File: config.mk
export PLATFORM = sky130hd
export DESIGN_NAME = genotype_byte_decode_stats_unit
export DESIGN_NICKNAME = d
export VERILOG_FILES = /design/src/rtl/gbds_pkg.sv /design/src/rtl/gbds_front.sv /design/src/rtl/gbds_queue.sv /design/src/rtl/gbds_div.sv /design/src/rtl/gbds_back.sv /design/src/rtl/genotype_byte_decode_stats_unit.sv
export SDC_FILE = /design/constraint.sdc
export NUM_CORES = 2
export LEC_CHECK = 0
export BUFFER_PORTS_ARGS = -buffer_cell sky130_fd_sc_hd__buf_2
export CAP_MARGIN = 10
export CORE_UTILIZATION = 45
export CTS_CLUSTER_SIZE = 40
export DETAILED_ROUTE_END_ITERATION = 10
export GPL_TIMING_DRIVEN = 1
export PLACE_DENSITY = 0.68
export SETUP_SLACK_MARGIN = 0.02
export SLEW_MARGIN = 15
export SYNTH_ARGS = -nofsm -noshare
export SYNTH_HDL_FRONTEND = slang
export SYNTH_SLANG_ARGS = --single-unit
export TNS_END_PERCENT = 5
File: constraint.sdc
create_clock -name clock -period 16.6 [get_ports clock]
set_input_delay 1.66 -clock clock [delete_from_list [all_inputs] [get_ports clock]]
set_output_delay 1.66 -clock clock [all_outputs]
set_load 0.1 [all_outputs]
File: src/rtl/gbds_pkg.sv
package gbds_pkg;

   // field widths
   localparam int BYTE_W   = 8;
   localparam int MASK_W   = 4;
   localparam int TAG_W    = 16;
   localparam int WORD_W   = 64;
   localparam int WNUM_W   = 10;
   localparam int COUNT_W  = 17;
   localparam int SUM_W    = 18;
   localparam int SQUARE_W = 19;
   localparam int MEAN_W   = 18;
   localparam int CSQ_W    = 33;

   // packing: four individuals per byte, sixteen bytes per word
   localparam int INDIV_PER_BYTE = 4;
   localparam int SLOT_W         = 4;
   localparam int SLOT_LAST      = WORD_W / INDIV_PER_BYTE - 1;

   // word numbers wrap at 2^WNUM_W at most
   localparam int WNUM_SPAN = 1 << WNUM_W;

   // summary arithmetic
   localparam int FRAC_BITS = 16;
   localparam int PROD_W    = COUNT_W + SQUARE_W;
   localparam int DIV_W     = PROD_W + FRAC_BITS;
   localparam int DIV_CNT_W = $clog2(DIV_W);

   // defaults for top level parameters
   localparam int MAX_WORDS_DEF   = 1024;
   localparam int QUEUE_DEPTH_DEF = 4;

   // 2-bit genotype codes
   localparam logic [1:0] CODE_HOM_A   = 2'b00;
   localparam logic [1:0] CODE_MISSING = 2'b01;
   localparam logic [1:0] CODE_HET     = 2'b10;
   localparam logic [1:0] CODE_HOM_B   = 2'b11;

   // result kinds
   localparam logic KIND_WORD    = 1'b0;
   localparam logic KIND_SUMMARY = 1'b1;

   // one finished word, plus the SNP totals when it closes the SNP
   typedef struct packed {
      logic [WORD_W-1:0]   plane_one;
      logic [WORD_W-1:0]   plane_two;
      logic [WNUM_W-1:0]   word_number;
      logic [TAG_W-1:0]    tag;
      logic                last;
      logic [COUNT_W-1:0]  count;
      logic [SUM_W-1:0]    sum;
      logic [SQUARE_W-1:0] square;
   } entry_type;

   typedef enum logic [2:0] {
      BK_IDLE,
      BK_MUL,
      BK_DIFF,
      BK_CHECK,
      BK_DIV_MEAN,
      BK_DIV_CSQ,
      BK_EMIT
   } back_state_type;

endpackage

File: src/rtl/gbds_front.sv
module gbds_front #(
   parameter int MAX_WORDS = gbds_pkg::MAX_WORDS_DEF
) (
   input  logic                            clock,
   input  logic                            reset,
   input  logic                            accept,
   input  logic [gbds_pkg::BYTE_W-1:0]     genotype_byte,
   input  logic [gbds_pkg::MASK_W-1:0]     valid_mask,
   input  logic                            swap_alleles,
   input  logic [gbds_pkg::TAG_W-1:0]      snp_tag,
   input  logic                            last_byte,
   output logic                            entry_push,
   output gbds_pkg::entry_type             entry
);

   localparam int WRAP_AT = (MAX_WORDS > gbds_pkg::WNUM_SPAN) ?
                            gbds_pkg::WNUM_SPAN : MAX_WORDS;
   localparam logic [gbds_pkg::WNUM_W-1:0] WORD_LAST = gbds_pkg::WNUM_W'(WRAP_AT - 1);
   localparam logic [gbds_pkg::SLOT_W-1:0] SLOT_END  = gbds_pkg::SLOT_W'(gbds_pkg::SLOT_LAST);

   logic [gbds_pkg::WORD_W-1:0]   plane_one_ff, plane_one_in;
   logic [gbds_pkg::WORD_W-1:0]   plane_two_ff, plane_two_in;
   logic [gbds_pkg::SLOT_W-1:0]   slot_ff, slot_in;
   logic [gbds_pkg::WNUM_W-1:0]   word_cnt_ff, word_cnt_in;
   logic [gbds_pkg::SUM_W-1:0]    sum_ff, sum_in;
   logic [gbds_pkg::SQUARE_W-1:0] square_ff, square_in;
   logic [gbds_pkg::COUNT_W-1:0]  count_ff, count_in;

   logic [3:0] p1, p2;
   logic [2:0] het, hom, pres;
   logic [3:0] dose_add;
   logic [4:0] sq_add;
   logic [gbds_pkg::SUM_W:0]    sum_wide;
   logic [gbds_pkg::SQUARE_W:0] square_wide;
   logic [gbds_pkg::COUNT_W:0]  count_wide;
   logic [gbds_pkg::SUM_W-1:0]    sum_sat;
   logic [gbds_pkg::SQUARE_W-1:0] square_sat;
   logic [gbds_pkg::COUNT_W-1:0]  count_sat;
   logic [gbds_pkg::WORD_W-1:0]   plane_one_new, plane_two_new;
   logic [gbds_pkg::WNUM_W-1:0]   word_cnt_next;
   logic                          word_done;

   // decode four codes; swap mirrors the homozygotes
   always_comb begin
      logic a1, a2;
      p1   = '0;
      p2   = '0;
      het  = '0;
      hom  = '0;
      pres = '0;
      for (int k = 0; k < gbds_pkg::INDIV_PER_BYTE; k++) begin
         unique case (genotype_byte[2*k +: 2])
            gbds_pkg::CODE_HOM_A: begin
               a1 = !swap_alleles;
               a2 = !swap_alleles;
            end
            gbds_pkg::CODE_HET: begin
               a1 = 1'b0;
               a2 = 1'b1;
            end
            gbds_pkg::CODE_HOM_B: begin
               a1 = swap_alleles;
               a2 = swap_alleles;
            end
            gbds_pkg::CODE_MISSING: begin
               a1 = 1'b1;
               a2 = 1'b0;
            end
            default: begin
               a1 = 1'b1;
               a2 = 1'b0;
            end
         endcase
         p1[k] = a1;
         p2[k] = a2;
         if (valid_mask[k]) begin
            if (!a1 && a2) het = het + 3'd1;
            if (a1 && a2) hom = hom + 3'd1;
            if (!a1 || a2) pres = pres + 3'd1;
         end
      end
   end

   assign dose_add = 4'(het) + {hom, 1'b0};
   assign sq_add   = 5'(het) + {hom, 2'b00};

   // saturating totals
   assign sum_wide    = {1'b0, sum_ff} + (gbds_pkg::SUM_W+1)'(dose_add);
   assign square_wide = {1'b0, square_ff} + (gbds_pkg::SQUARE_W+1)'(sq_add);
   assign count_wide  = {1'b0, count_ff} + (gbds_pkg::COUNT_W+1)'(pres);
   assign sum_sat    = sum_wide[gbds_pkg::SUM_W] ? '1 : sum_wide[gbds_pkg::SUM_W-1:0];
   assign square_sat = square_wide[gbds_pkg::SQUARE_W] ? '1 :
                       square_wide[gbds_pkg::SQUARE_W-1:0];
   assign count_sat  = count_wide[gbds_pkg::COUNT_W] ? '1 : count_wide[gbds_pkg::COUNT_W-1:0];

   // nibble slot is still clear, so a plain write matches an OR
   always_comb begin
      plane_one_new = plane_one_ff;
      plane_two_new = plane_two_ff;
      plane_one_new[{slot_ff, 2'b00} +: 4] = p1;
      plane_two_new[{slot_ff, 2'b00} +: 4] = p2;
   end

   assign word_done     = (slot_ff == SLOT_END) || last_byte;
   assign word_cnt_next = (word_cnt_ff == WORD_LAST) ? '0 : word_cnt_ff + 1'b1;

   always_comb begin
      plane_one_in = plane_one_ff;
      plane_two_in = plane_two_ff;
      slot_in      = slot_ff;
      word_cnt_in  = word_cnt_ff;
      sum_in       = sum_ff;
      square_in    = square_ff;
      count_in     = count_ff;
      if (accept) begin
         sum_in    = sum_sat;
         square_in = square_sat;
         count_in  = count_sat;
         if (word_done) begin
            plane_one_in = '0;
            plane_two_in = '0;
            slot_in      = '0;
            word_cnt_in  = word_cnt_next;
         end else begin
            plane_one_in = plane_one_new;
            plane_two_in = plane_two_new;
            slot_in      = slot_ff + 1'b1;
         end
         if (last_byte) begin
            word_cnt_in = '0;
            sum_in      = '0;
            square_in   = '0;
            count_in    = '0;
         end
      end
   end

   always_ff @(posedge clock) begin
      if (reset) begin
         plane_one_ff <= '0;
         plane_two_ff <= '0;
         slot_ff      <= '0;
         word_cnt_ff  <= '0;
         sum_ff       <= '0;
         square_ff    <= '0;
         count_ff     <= '0;
      end else begin
         plane_one_ff <= plane_one_in;
         plane_two_ff <= plane_two_in;
         slot_ff      <= slot_in;
         word_cnt_ff  <= word_cnt_in;
         sum_ff       <= sum_in;
         square_ff    <= square_in;
         count_ff     <= count_in;
      end
   end

   assign entry_push        = accept && word_done;
   assign entry.plane_one   = plane_one_new;
   assign entry.plane_two   = plane_two_new;
   assign entry.word_number = word_cnt_ff;
   assign entry.tag         = snp_tag;
   assign entry.last        = last_byte;
   assign entry.count       = count_sat;
   assign entry.sum         = sum_sat;
   assign entry.square      = square_sat;

endmodule

File: src/rtl/gbds_queue.sv
module gbds_queue #(
   parameter int DEPTH = gbds_pkg::QUEUE_DEPTH_DEF
) (
   input  logic                clock,
   input  logic                reset,
   input  logic                push,
   input  gbds_pkg::entry_type push_data,
   output logic                full,
   input  logic                pop,
   output logic                empty,
   output gbds_pkg::entry_type head
);

   localparam int PTR_W = (DEPTH > 1) ? $clog2(DEPTH) : 1;
   localparam int CNT_W = $clog2(DEPTH + 1);
   localparam logic [PTR_W-1:0] PTR_LAST = PTR_W'(DEPTH - 1);
   localparam logic [CNT_W-1:0] CNT_FULL = CNT_W'(DEPTH);

   gbds_pkg::entry_type store [DEPTH];

   logic [PTR_W-1:0] wr_ptr_ff, wr_ptr_in;
   logic [PTR_W-1:0] rd_ptr_ff, rd_ptr_in;
   logic [CNT_W-1:0] cnt_ff, cnt_in;
   logic             do_push, do_pop;

   assign full    = (cnt_ff == CNT_FULL);
   assign empty   = (cnt_ff == '0);
   assign do_push = push && !full;
   assign do_pop  = pop && !empty;
   assign head    = store[rd_ptr_ff];

   always_comb begin
      wr_ptr_in = wr_ptr_ff;
      rd_ptr_in = rd_ptr_ff;
      cnt_in    = cnt_ff;
      if (do_push) wr_ptr_in = (wr_ptr_ff == PTR_LAST) ? '0 : wr_ptr_ff + 1'b1;
      if (do_pop) rd_ptr_in = (rd_ptr_ff == PTR_LAST) ? '0 : rd_ptr_ff + 1'b1;
      if (do_push && !do_pop) cnt_in = cnt_ff + 1'b1;
      else if (do_pop && !do_push) cnt_in = cnt_ff - 1'b1;
   end

   always_ff @(posedge clock) begin
      if (reset) begin
         wr_ptr_ff <= '0;
         rd_ptr_ff <= '0;
         cnt_ff    <= '0;
      end else begin
         wr_ptr_ff <= wr_ptr_in;
         rd_ptr_ff <= rd_ptr_in;
         cnt_ff    <= cnt_in;
      end
   end

   always_ff @(posedge clock) begin
      if (do_push) store[wr_ptr_ff] <= push_data;
   end

endmodule

File: src/rtl/gbds_div.sv
module gbds_div (
   input  logic                              clock,
   input  logic                              reset,
   input  logic                              start,
   input  logic [gbds_pkg::DIV_W-1:0]        dividend,
   input  logic [gbds_pkg::COUNT_W-1:0]      divisor,
   output logic                              done,
   output logic [gbds_pkg::DIV_W-1:0]        quotient
);

   // restoring division, one quotient bit per cycle
   localparam int DW = gbds_pkg::DIV_W;
   localparam int NW = gbds_pkg::COUNT_W;
   localparam logic [gbds_pkg::DIV_CNT_W-1:0] STEP_LAST = gbds_pkg::DIV_CNT_W'(DW - 1);

   logic [DW-1:0]                     quo_ff, quo_in;
   logic [NW-1:0]                     rem_ff, rem_in;
   logic [NW-1:0]                     den_ff, den_in;
   logic [gbds_pkg::DIV_CNT_W-1:0]    step_ff, step_in;
   logic                              busy_ff, busy_in;
   logic                              done_ff, done_in;
   logic [NW:0]                       shifted;
   logic [NW:0]                       trial;
   logic                              fits;

   assign shifted = {rem_ff, quo_ff[DW-1]};
   assign fits    = shifted >= {1'b0, den_ff};
   assign trial   = shifted - {1'b0, den_ff};

   always_comb begin
      quo_in  = quo_ff;
      rem_in  = rem_ff;
      den_in  = den_ff;
      step_in = step_ff;
      busy_in = busy_ff;
      done_in = 1'b0;
      if (start) begin
         quo_in  = dividend;
         rem_in  = '0;
         den_in  = divisor;
         step_in = '0;
         busy_in = 1'b1;
      end else if (busy_ff) begin
         quo_in  = {quo_ff[DW-2:0], fits};
         rem_in  = fits ? trial[NW-1:0] : shifted[NW-1:0];
         step_in = step_ff + 1'b1;
         if (step_ff == STEP_LAST) begin
            busy_in = 1'b0;
            done_in = 1'b1;
         end
      end
   end

   always_ff @(posedge clock) begin
      if (reset) begin
         busy_ff <= 1'b0;
         done_ff <= 1'b0;
         step_ff <= '0;
      end else begin
         busy_ff <= busy_in;
         done_ff <= done_in;
         step_ff <= step_in;
      end
   end

   always_ff @(posedge clock) begin
      quo_ff <= quo_in;
      rem_ff <= rem_in;
      den_ff <= den_in;
   end

   assign done     = done_ff;
   assign quotient = quo_ff;

endmodule

File: src/rtl/gbds_back.sv
module gbds_back (
   input  logic                                clock,
   input  logic                                reset,
   input  logic                                q_empty,
   input  gbds_pkg::entry_type                 q_head,
   output logic                                q_pop,
   output logic                                div_start,
   output logic [gbds_pkg::DIV_W-1:0]          div_dividend,
   output logic [gbds_pkg::COUNT_W-1:0]        div_divisor,
   input  logic                                div_done,
   input  logic [gbds_pkg::DIV_W-1:0]          div_quotient,
   input  logic                                pop,
   output logic                                empty,
   output logic                                result_kind,
   output logic [gbds_pkg::WORD_W-1:0]         plane_one_word,
   output logic [gbds_pkg::WORD_W-1:0]         plane_two_word,
   output logic [gbds_pkg::WNUM_W-1:0]         word_number,
   output logic [gbds_pkg::TAG_W-1:0]          tag_out,
   output logic [gbds_pkg::COUNT_W-1:0]        present_count,
   output logic [gbds_pkg::SUM_W-1:0]          allele_total,
   output logic [gbds_pkg::SQUARE_W-1:0]       square_total,
   output logic [gbds_pkg::MEAN_W-1:0]         mean_fixed,
   output logic [gbds_pkg::CSQ_W-1:0]          centered_square_fixed,
   output logic                                usable,
   output logic                                last_result
);

   localparam int DW = gbds_pkg::DIV_W;
   localparam int PW = gbds_pkg::PROD_W;
   localparam int FB = gbds_pkg::FRAC_BITS;

   gbds_pkg::back_state_type state_ff, state_in;

   // SNP totals under work
   logic [gbds_pkg::COUNT_W-1:0]  n_ff, n_in;
   logic [gbds_pkg::SUM_W-1:0]    s_ff, s_in;
   logic [gbds_pkg::SQUARE_W-1:0] ss_ff, ss_in;
   logic [gbds_pkg::TAG_W-1:0]    tag_ff, tag_in;
   logic [PW-1:0]                 prod_ff, ssq_ff, diff_ff;
   logic [gbds_pkg::MEAN_W-1:0]   mean_ff, mean_in;
   logic [gbds_pkg::CSQ_W-1:0]    csq_ff, csq_in;
   logic                          ok_ff, ok_in;

   // result register
   logic                          out_valid_ff, out_valid_in;
   logic                          r_kind_ff;
   logic [gbds_pkg::WORD_W-1:0]   r_p1_ff, r_p2_ff;
   logic [gbds_pkg::WNUM_W-1:0]   r_wnum_ff;
   logic [gbds_pkg::TAG_W-1:0]    r_tag_ff;
   logic [gbds_pkg::COUNT_W-1:0]  r_count_ff;
   logic [gbds_pkg::SUM_W-1:0]    r_sum_ff;
   logic [gbds_pkg::SQUARE_W-1:0] r_square_ff;
   logic [gbds_pkg::MEAN_W-1:0]   r_mean_ff;
   logic [gbds_pkg::CSQ_W-1:0]    r_csq_ff;
   logic                          r_usable_ff, r_last_ff;

   logic slot_free;
   logic load_word, load_summary;
   logic check_ok;
   logic [gbds_pkg::MEAN_W-1:0] mean_sat;
   logic [gbds_pkg::CSQ_W-1:0]  csq_sat;

   assign slot_free = !out_valid_ff || pop;
   assign check_ok  = (n_ff != '0) && ({diff_ff, 1'b0} >= (PW+1)'(n_ff));
   assign mean_sat  = (|div_quotient[DW-1:gbds_pkg::MEAN_W]) ? '1 :
                      div_quotient[gbds_pkg::MEAN_W-1:0];
   assign csq_sat   = (|div_quotient[DW-1:gbds_pkg::CSQ_W]) ? '1 :
                      div_quotient[gbds_pkg::CSQ_W-1:0];

   // next state
   always_comb begin
      state_in = state_ff;
      unique case (state_ff)
         gbds_pkg::BK_IDLE:
            if (!q_empty && slot_free && q_head.last) state_in = gbds_pkg::BK_MUL;
         gbds_pkg::BK_MUL:   state_in = gbds_pkg::BK_DIFF;
         gbds_pkg::BK_DIFF:  state_in = gbds_pkg::BK_CHECK;
         gbds_pkg::BK_CHECK:
            state_in = check_ok ? gbds_pkg::BK_DIV_MEAN : gbds_pkg::BK_EMIT;
         gbds_pkg::BK_DIV_MEAN:
            if (div_done) state_in = gbds_pkg::BK_DIV_CSQ;
         gbds_pkg::BK_DIV_CSQ:
            if (div_done) state_in = gbds_pkg::BK_EMIT;
         gbds_pkg::BK_EMIT:
            if (slot_free) state_in = gbds_pkg::BK_IDLE;
         default: state_in = gbds_pkg::BK_IDLE;
      endcase
   end

   // outputs of the sequencer
   always_comb begin
      q_pop        = 1'b0;
      load_word    = 1'b0;
      load_summary = 1'b0;
      div_start    = 1'b0;
      div_dividend = DW'({s_ff, {FB{1'b0}}});
      unique case (state_ff)
         gbds_pkg::BK_IDLE: begin
            q_pop     = !q_empty && slot_free;
            load_word = !q_empty && slot_free;
         end
         gbds_pkg::BK_CHECK: begin
            div_start = check_ok;
         end
         gbds_pkg::BK_DIV_MEAN: begin
            div_start    = div_done;
            div_dividend = {diff_ff, {FB{1'b0}}};
         end
         gbds_pkg::BK_EMIT: begin
            load_summary = slot_free;
         end
         default: ;
      endcase
   end

   assign div_divisor = n_ff;

   always_comb begin
      n_in    = n_ff;
      s_in    = s_ff;
      ss_in   = ss_ff;
      tag_in  = tag_ff;
      ok_in   = ok_ff;
      mean_in = mean_ff;
      csq_in  = csq_ff;
      if (load_word) begin
         n_in   = q_head.count;
         s_in   = q_head.sum;
         ss_in  = q_head.square;
         tag_in = q_head.tag;
      end
      if (state_ff == gbds_pkg::BK_CHECK) begin
         ok_in   = check_ok;
         mean_in = '0;
         csq_in  = '0;
      end
      if (div_done && state_ff == gbds_pkg::BK_DIV_MEAN) mean_in = mean_sat;
      if (div_done && state_ff == gbds_pkg::BK_DIV_CSQ) csq_in = csq_sat;
   end

   assign out_valid_in = (load_word || load_summary) ? 1'b1 :
                         (pop ? 1'b0 : out_valid_ff);

   always_ff @(posedge clock) begin
      if (reset) begin
         state_ff     <= gbds_pkg::BK_IDLE;
         out_valid_ff <= 1'b0;
      end else begin
         state_ff     <= state_in;
         out_valid_ff <= out_valid_in;
      end
   end

   always_ff @(posedge clock) begin
      n_ff    <= n_in;
      s_ff    <= s_in;
      ss_ff   <= ss_in;
      tag_ff  <= tag_in;
      ok_ff   <= ok_in;
      mean_ff <= mean_in;
      csq_ff  <= csq_in;
      if (state_ff == gbds_pkg::BK_MUL) begin
         prod_ff <= PW'(n_ff) * PW'(ss_ff);
         ssq_ff  <= PW'(s_ff) * PW'(s_ff);
      end
      if (state_ff == gbds_pkg::BK_DIFF) begin
         diff_ff <= (prod_ff > ssq_ff) ? prod_ff - ssq_ff : '0;
      end
   end

   always_ff @(posedge clock) begin
      if (load_word) begin
         r_kind_ff   <= gbds_pkg::KIND_WORD;
         r_p1_ff     <= q_head.plane_one;
         r_p2_ff     <= q_head.plane_two;
         r_wnum_ff   <= q_head.word_number;
         r_tag_ff    <= q_head.tag;
         r_count_ff  <= '0;
         r_sum_ff    <= '0;
         r_square_ff <= '0;
         r_mean_ff   <= '0;
         r_csq_ff    <= '0;
         r_usable_ff <= 1'b0;
         r_last_ff   <= 1'b0;
      end else if (load_summary) begin
         r_kind_ff   <= gbds_pkg::KIND_SUMMARY;
         r_p1_ff     <= '0;
         r_p2_ff     <= '0;
         r_wnum_ff   <= '0;
         r_tag_ff    <= tag_ff;
         r_count_ff  <= ok_ff ? n_ff : '0;
         r_sum_ff    <= s_ff;
         r_square_ff <= ss_ff;
         r_mean_ff   <= mean_ff;
         r_csq_ff    <= csq_ff;
         r_usable_ff <= ok_ff;
         r_last_ff   <= 1'b1;
      end
   end

   assign empty                 = !out_valid_ff;
   assign result_kind           = r_kind_ff;
   assign plane_one_word        = r_p1_ff;
   assign plane_two_word        = r_p2_ff;
   assign word_number           = r_wnum_ff;
   assign tag_out               = r_tag_ff;
   assign present_count         = r_count_ff;
   assign allele_total          = r_sum_ff;
   assign square_total          = r_square_ff;
   assign mean_fixed            = r_mean_ff;
   assign centered_square_fixed = r_csq_ff;
   assign usable                = r_usable_ff;
   assign last_result           = r_last_ff;

endmodule

File: src/rtl/genotype_byte_decode_stats_unit.sv
// channel   ports                              direction  handshake
// -------   ---------------------------------  ---------  -----------------------------
// request   req_genotype_byte .. req_last_byte in         push & !full takes an item
// response  rsp_result_kind .. rsp_last_result out        pop & !empty takes an item
//
// Genotype bytes are taken one per cycle while full is low; the front decodes and totals
// them in the cycle they arrive. Word items leave the back at one per cycle while pop is
// high and no summary is in work. A summary takes the back through two multiplies, a
// subtract, a check and, if that passes, two 52-step restoring divisions on the shared
// divider. The front takes bytes until the entry queue fills, then holds full high.
// Synchronous reset clears front totals, queue pointers and valid flag; nothing is swept.

module genotype_byte_decode_stats_unit #(
   parameter int MAX_WORDS   = gbds_pkg::MAX_WORDS_DEF,
   parameter int QUEUE_DEPTH = gbds_pkg::QUEUE_DEPTH_DEF
) (
   input  logic                                clock,
   input  logic                                reset,
   // request side
   input  logic                                push,
   output logic                                full,
   input  logic [gbds_pkg::BYTE_W-1:0]         req_genotype_byte,
   input  logic [gbds_pkg::MASK_W-1:0]         req_valid_mask,
   input  logic                                req_swap_alleles,
   input  logic [gbds_pkg::TAG_W-1:0]          req_snp_tag,
   input  logic                                req_last_byte,
   // response side
   output logic                                empty,
   input  logic                                pop,
   output logic                                rsp_result_kind,
   output logic [gbds_pkg::WORD_W-1:0]         rsp_plane_one_word,
   output logic [gbds_pkg::WORD_W-1:0]         rsp_plane_two_word,
   output logic [gbds_pkg::WNUM_W-1:0]         rsp_word_number,
   output logic [gbds_pkg::TAG_W-1:0]          rsp_tag_out,
   output logic [gbds_pkg::COUNT_W-1:0]        rsp_present_count,
   output logic [gbds_pkg::SUM_W-1:0]          rsp_allele_total,
   output logic [gbds_pkg::SQUARE_W-1:0]       rsp_square_total,
   output logic [gbds_pkg::MEAN_W-1:0]         rsp_mean_fixed,
   output logic [gbds_pkg::CSQ_W-1:0]          rsp_centered_square_fixed,
   output logic                                rsp_usable,
   output logic                                rsp_last_result
);

   // full comes straight from the queue, so a byte is only taken
   // when its finished word (if any) has room
   logic                accept;
   logic                entry_push;
   gbds_pkg::entry_type entry;
   logic                q_full, q_empty, q_pop;
   gbds_pkg::entry_type q_head;

   // divider hookup
   logic                               div_start, div_done;
   logic [gbds_pkg::DIV_W-1:0]         div_dividend, div_quotient;
   logic [gbds_pkg::COUNT_W-1:0]       div_divisor;

   assign full   = q_full;
   assign accept = push && !q_full;

   // front: decode codes into bit planes, pack words, keep N/S/SS
   gbds_front #(
      .MAX_WORDS(MAX_WORDS)
   ) u_front (
      .clock        (clock),
      .reset        (reset),
      .accept       (accept),
      .genotype_byte(req_genotype_byte),
      .valid_mask   (req_valid_mask),
      .swap_alleles (req_swap_alleles),
      .snp_tag      (req_snp_tag),
      .last_byte    (req_last_byte),
      .entry_push   (entry_push),
      .entry        (entry)
   );

   // finished words, the closing one carrying the SNP totals
   gbds_queue #(
      .DEPTH(QUEUE_DEPTH)
   ) u_queue (
      .clock    (clock),
      .reset    (reset),
      .push     (entry_push),
      .push_data(entry),
      .full     (q_full),
      .pop      (q_pop),
      .empty    (q_empty),
      .head     (q_head)
   );

   // shared divider for the mean and the centered square
   gbds_div u_div (
      .clock   (clock),
      .reset   (reset),
      .start   (div_start),
      .dividend(div_dividend),
      .divisor (div_divisor),
      .done    (div_done),
      .quotient(div_quotient)
   );

   // back: emits words, then works out and emits the summary
   gbds_back u_back (
      .clock                (clock),
      .reset                (reset),
      .q_empty              (q_empty),
      .q_head               (q_head),
      .q_pop                (q_pop),
      .div_start            (div_start),
      .div_dividend         (div_dividend),
      .div_divisor          (div_divisor),
      .div_done             (div_done),
      .div_quotient         (div_quotient),
      .pop                  (pop),
      .empty                (empty),
      .result_kind          (rsp_result_kind),
      .plane_one_word       (rsp_plane_one_word),
      .plane_two_word       (rsp_plane_two_word),
      .word_number          (rsp_word_number),
      .tag_out              (rsp_tag_out),
      .present_count        (rsp_present_count),
      .allele_total         (rsp_allele_total),
      .square_total         (rsp_square_total),
      .mean_fixed           (rsp_mean_fixed),
      .centered_square_fixed(rsp_centered_square_fixed),
      .usable               (rsp_usable),
      .last_result          (rsp_last_result)
   );

endmodule

==> run_results.csv <==
group,metric,value,unit
place,dp_hpwl,129000,um
die,fp.dieH,436,um
place,final_weighted_congestion_of_routability_driven_global_placement,0.885,
timing,highest_clock_frequency_the_design_can_meet,0.138,GHz
timing,final_max_slew_viol_count,0,
critical_path,required_time_of_the_critical_path,17140,ps
clocking,tritoncts.num_buffers,164,
synth,syn_inst,6794,
timing,grt_setup_unrepaired,"false",
synth,netlist_top_cells_area,"sky130_fd_sc_hd__edfxtp_1 46%, sky130_fd_sc_hd__fa_1 11%, sky130_fd_sc_hd__dfxtp_1 8.1%, sky130_fd_sc_hd__mux4_2 5.6%, sky130_fd_sc_hd__ha_1 4.9%",
clocking,cts_hold_buffers,0,
clocking,tritoncts_clock_tree,"built",
finish,drive_above_1_share,12.9,%
global_routing,grt_first_pass_wirelength,308000,um
min_path,hold_path.class,"reg -> reg",
die,die_width,436,um
drt,route.detailed.vias_per_inst,5.47,
timing,final.setup.tns,0,ps
die,placement_rows,158,
critical_path,worst-endpoint-arrival,7810,ps
critical_path,start_kind,"flop",
drt,pre_repair_dr_iteration_count,6,
global_routing,grt_start_max_net_pins,169,
clocking,post_cts_resize_count,0,
timing,setup_violations,0,
clocking,clock_tree.root_cell,"sky130_fd_sc_hd__clkbuf_16",
critical_path,type_of_element_capturing_the_critical_path,"flop",
clocking,post_cts_buffers,0,
timing,timing_hold_violations_final,0,
run_status,outcome,"completed",
timing,slew-limit-headroom,14.9,%
synth,synthesis.yosys.warnings,0,
synth,synthMostInstantiatedCell,"sky130_fd_sc_hd__edfxtp_1",
synth,distinct_cell_type_count_after_synthesis,84,
drt,wl,197000,um
synth,synth.net_count,7635,
clocking,clock_sinks,1629,
drt,antenna_violating_nets_post_route,0,
drt,route.detailed.wl_per_inst,20.5,um
synth,netlist.top_cell.by_area,"sky130_fd_sc_hd__edfxtp_1",
clocking,htree_num_levels,4,
critical_path,crit_type,"reg -> reg",
die,io_pins,298,
synth,ys_seq_area_share,53.7,%
clocking,cts_buffer_depth,3,
clocking,clkLatencyLatePin,840,ps
synth,synth.cell_area,84700,um2
global_routing,initial_antenna_violation_count,20,
die,design.core.area,186000,um2
critical_path,worstPathMaxFanout,23,
global_routing,grt-ovfl-total,0,
synth,synthArstFlopShare,0,%
finish,flow.area_growth_from_synthesis,11.5,%
die,initial_standard_cell_utilization_of_the_core,45.5,%
drt,remaining_drc_errors,0,
global_routing,via_count_of_the_first_global_routing_pass,53800,
timing,tightest_slew,1270,ps
synth,number_of_enable_type_register_cells_in_the_synthesized_netlist,1288,
timing,finClkSkew,74.6,ps
clocking,worst_setup_hold_path_clk_slew,60,ps
timing,timing.final.crit_period,7270,ps
flow_run,drv_cap,0,
synth,synth.top_cell.area_share,45.6,%
synth,synth_ff_type,"sky130_fd_sc_hd__edfxtp_1",
synth,ys_seq_elements,1629,
timing,finalCritPeriodShare,43.8,%
global_routing,track_usage,20.8,%
drt,detail_route.iter0.violations,4254,
finish,post_layout_nets,7818,
die,dieArea,190000,um2
place,number_of_buffer_cells_added_on_primary_ports,297,
drt,via_count,52600,
synth,commonest_cells_in_the_netlist,"1288 x sky130_fd_sc_hd__edfxtp_1, 811 x sky130_fd_sc_hd__nand2_1, 727 x sky130_fd_sc_hd__inv_1, 477 x sky130_fd_sc_hd__fa_1, 445 x sky130_fd_sc_hd__nor2_1",
synth,syn-mean-instance-area,12.5,um2
==> cells in the final DEF, fill, tap and decap left out, types with 55 or more instances in the layout <==
cell / netlist / final
sky130_fd_sc_hd__inv_1: 727 / 727
sky130_fd_sc_hd__and2_1: 367 / 367
sky130_fd_sc_hd__xor2_1: 63 / 63
sky130_fd_sc_hd__buf_2: 16 / 296
sky130_fd_sc_hd__a22oi_1: 168 / 168
sky130_fd_sc_hd__o31ai_1: 55 / 55
sky130_fd_sc_hd__nor2_1: 445 / 442
sky130_fd_sc_hd__nand2_1: 811 / 810
sky130_fd_sc_hd__nand3_1: 111 / 111
sky130_fd_sc_hd__fa_1: 477 / 477
sky130_fd_sc_hd__o21ai_0: 144 / 144
sky130_fd_sc_hd__clkbuf_16: 0 / 166
sky130_fd_sc_hd__edfxtp_1: 1288 / 1288
sky130_fd_sc_hd__buf_4: 3 / 81
sky130_fd_sc_hd__dfxtp_1: 341 / 339
sky130_fd_sc_hd__a21oi_1: 259 / 255
sky130_fd_sc_hd__mux4_2: 209 / 209
sky130_fd_sc_hd__ha_1: 330 / 330
sky130_fd_sc_hd__xnor2_1: 106 / 106
==> per-stage QoR <==
stage	utilization, %	std cells	cell area, um2	worst slack [ps]	hold slack (ps)
finish	50.7	9608	94400	9330	449
global route	50.7	9602	94400	9050	466
CTS	50.7	9598	94400	9390	453
detailed placement	47.6	9290	88600	8520	444
global placement	47.6	9290	88600	8470	440
floorplan	-	6794	84700	8970	446
==> routing by layer <==
metal | vias to the layer above | GRT usage [%] | wire length, um
met5 | - | 0 | 69
met4 | 10 | 6.91 | 6100
met3 | 351 | 3.20 | 11900
met2 | 1718 | 36.0 | 98900
met1 | 26600 | 26.5 | 79800
li1 | 23900 | - | -
==> area by class of cell <==
type	instances	area, um2
inverters	728	2730
multi-input cells	4074	35200
clock inverters	89	1260
flip-flops and latches	1629	45500
fillers	15900	91800
repair buffers	380	2130
clock buffers	219	4500
well taps	2480	3100
diodes	9	22.5
==> worst max-delay path: stages, from the launching register on <==
cell and delay (ps):
sky130_fd_sc_hd__edfxtp_1 1100, sky130_fd_sc_hd__nand2_1 220, sky130_fd_sc_hd__fa_1 560, sky130_fd_sc_hd__fa_1 580, sky130_fd_sc_hd__fa_1 460, sky130_fd_sc_hd__fa_1 540
sky130_fd_sc_hd__inv_1 50, sky130_fd_sc_hd__fa_1 470, sky130_fd_sc_hd__inv_1 50, sky130_fd_sc_hd__fa_1 500, sky130_fd_sc_hd__inv_1 50, sky130_fd_sc_hd__ha_1 350
sky130_fd_sc_hd__nand3_1 140, sky130_fd_sc_hd__o211ai_1 320, sky130_fd_sc_hd__a22oi_1 210, sky130_fd_sc_hd__a31oi_1 370, sky130_fd_sc_hd__o211ai_1 220, sky130_fd_sc_hd__o211ai_1 280
sky130_fd_sc_hd__nand2_1 140, sky130_fd_sc_hd__o31ai_1 300, sky130_fd_sc_hd__xnor2_1 110
==> kinds of logic (layout without fill, tap and decap cells) <==
kind of cell | count (synthesis) | count (layout) | share of synthesized area [%]
multiplexers | 267 | 267 | 6.27
AO/OA/AOI/OAI | 865 | 865 | 6.55
flip-flops | 1629 | 1629 | 53.7
buffers and inverters | 1091 | 1416 | 4.93
other | 0 | 9 | 0
adder cells (fa/ha/maj) | 807 | 807 | 16.1
XOR/XNOR | 169 | 169 | 1.75
AND/OR/NAND/NOR | 1966 | 1966 | 10.7
==> flip-flops by register name, summed over array words and instances, names as in the netlist, 19 cells and up, named ones only <==
signal / flops
u_front.square_ff: 19
u_div.quotient: 52
u_back.csq_ff: 33
u_back.square_total: 19
u_back.plane_one_word: 64
u_front.plane_two_ff: 64
u_queue.store: 836
u_back.plane_two_word: 64
u_back.centered_square_fixed: 33
u_back.diff_ff: 36
u_back.prod_ff: 36
u_front.plane_one_ff: 64
u_back.ssq_ff: 35
u_back.ss_ff: 19
==> final timing paths <==
path | start | end | slack (ps) | depth (start not counted)
max | u_back.div_divisor[2] | u_back.prod_ff[35] | 9330 | 20
min | u_back.present_count[6] | u_back.present_count[6] | 450 | 2
max reg2reg | u_back.div_divisor[2] | u_back.prod_ff[35] | 9330 | 20
min reg2reg | u_back.present_count[6] | u_back.present_count[6] | 450 | 2
Power is not shown: default switching activity piles up to over one toggle a cycle in this logic, so the estimate is an artifact.
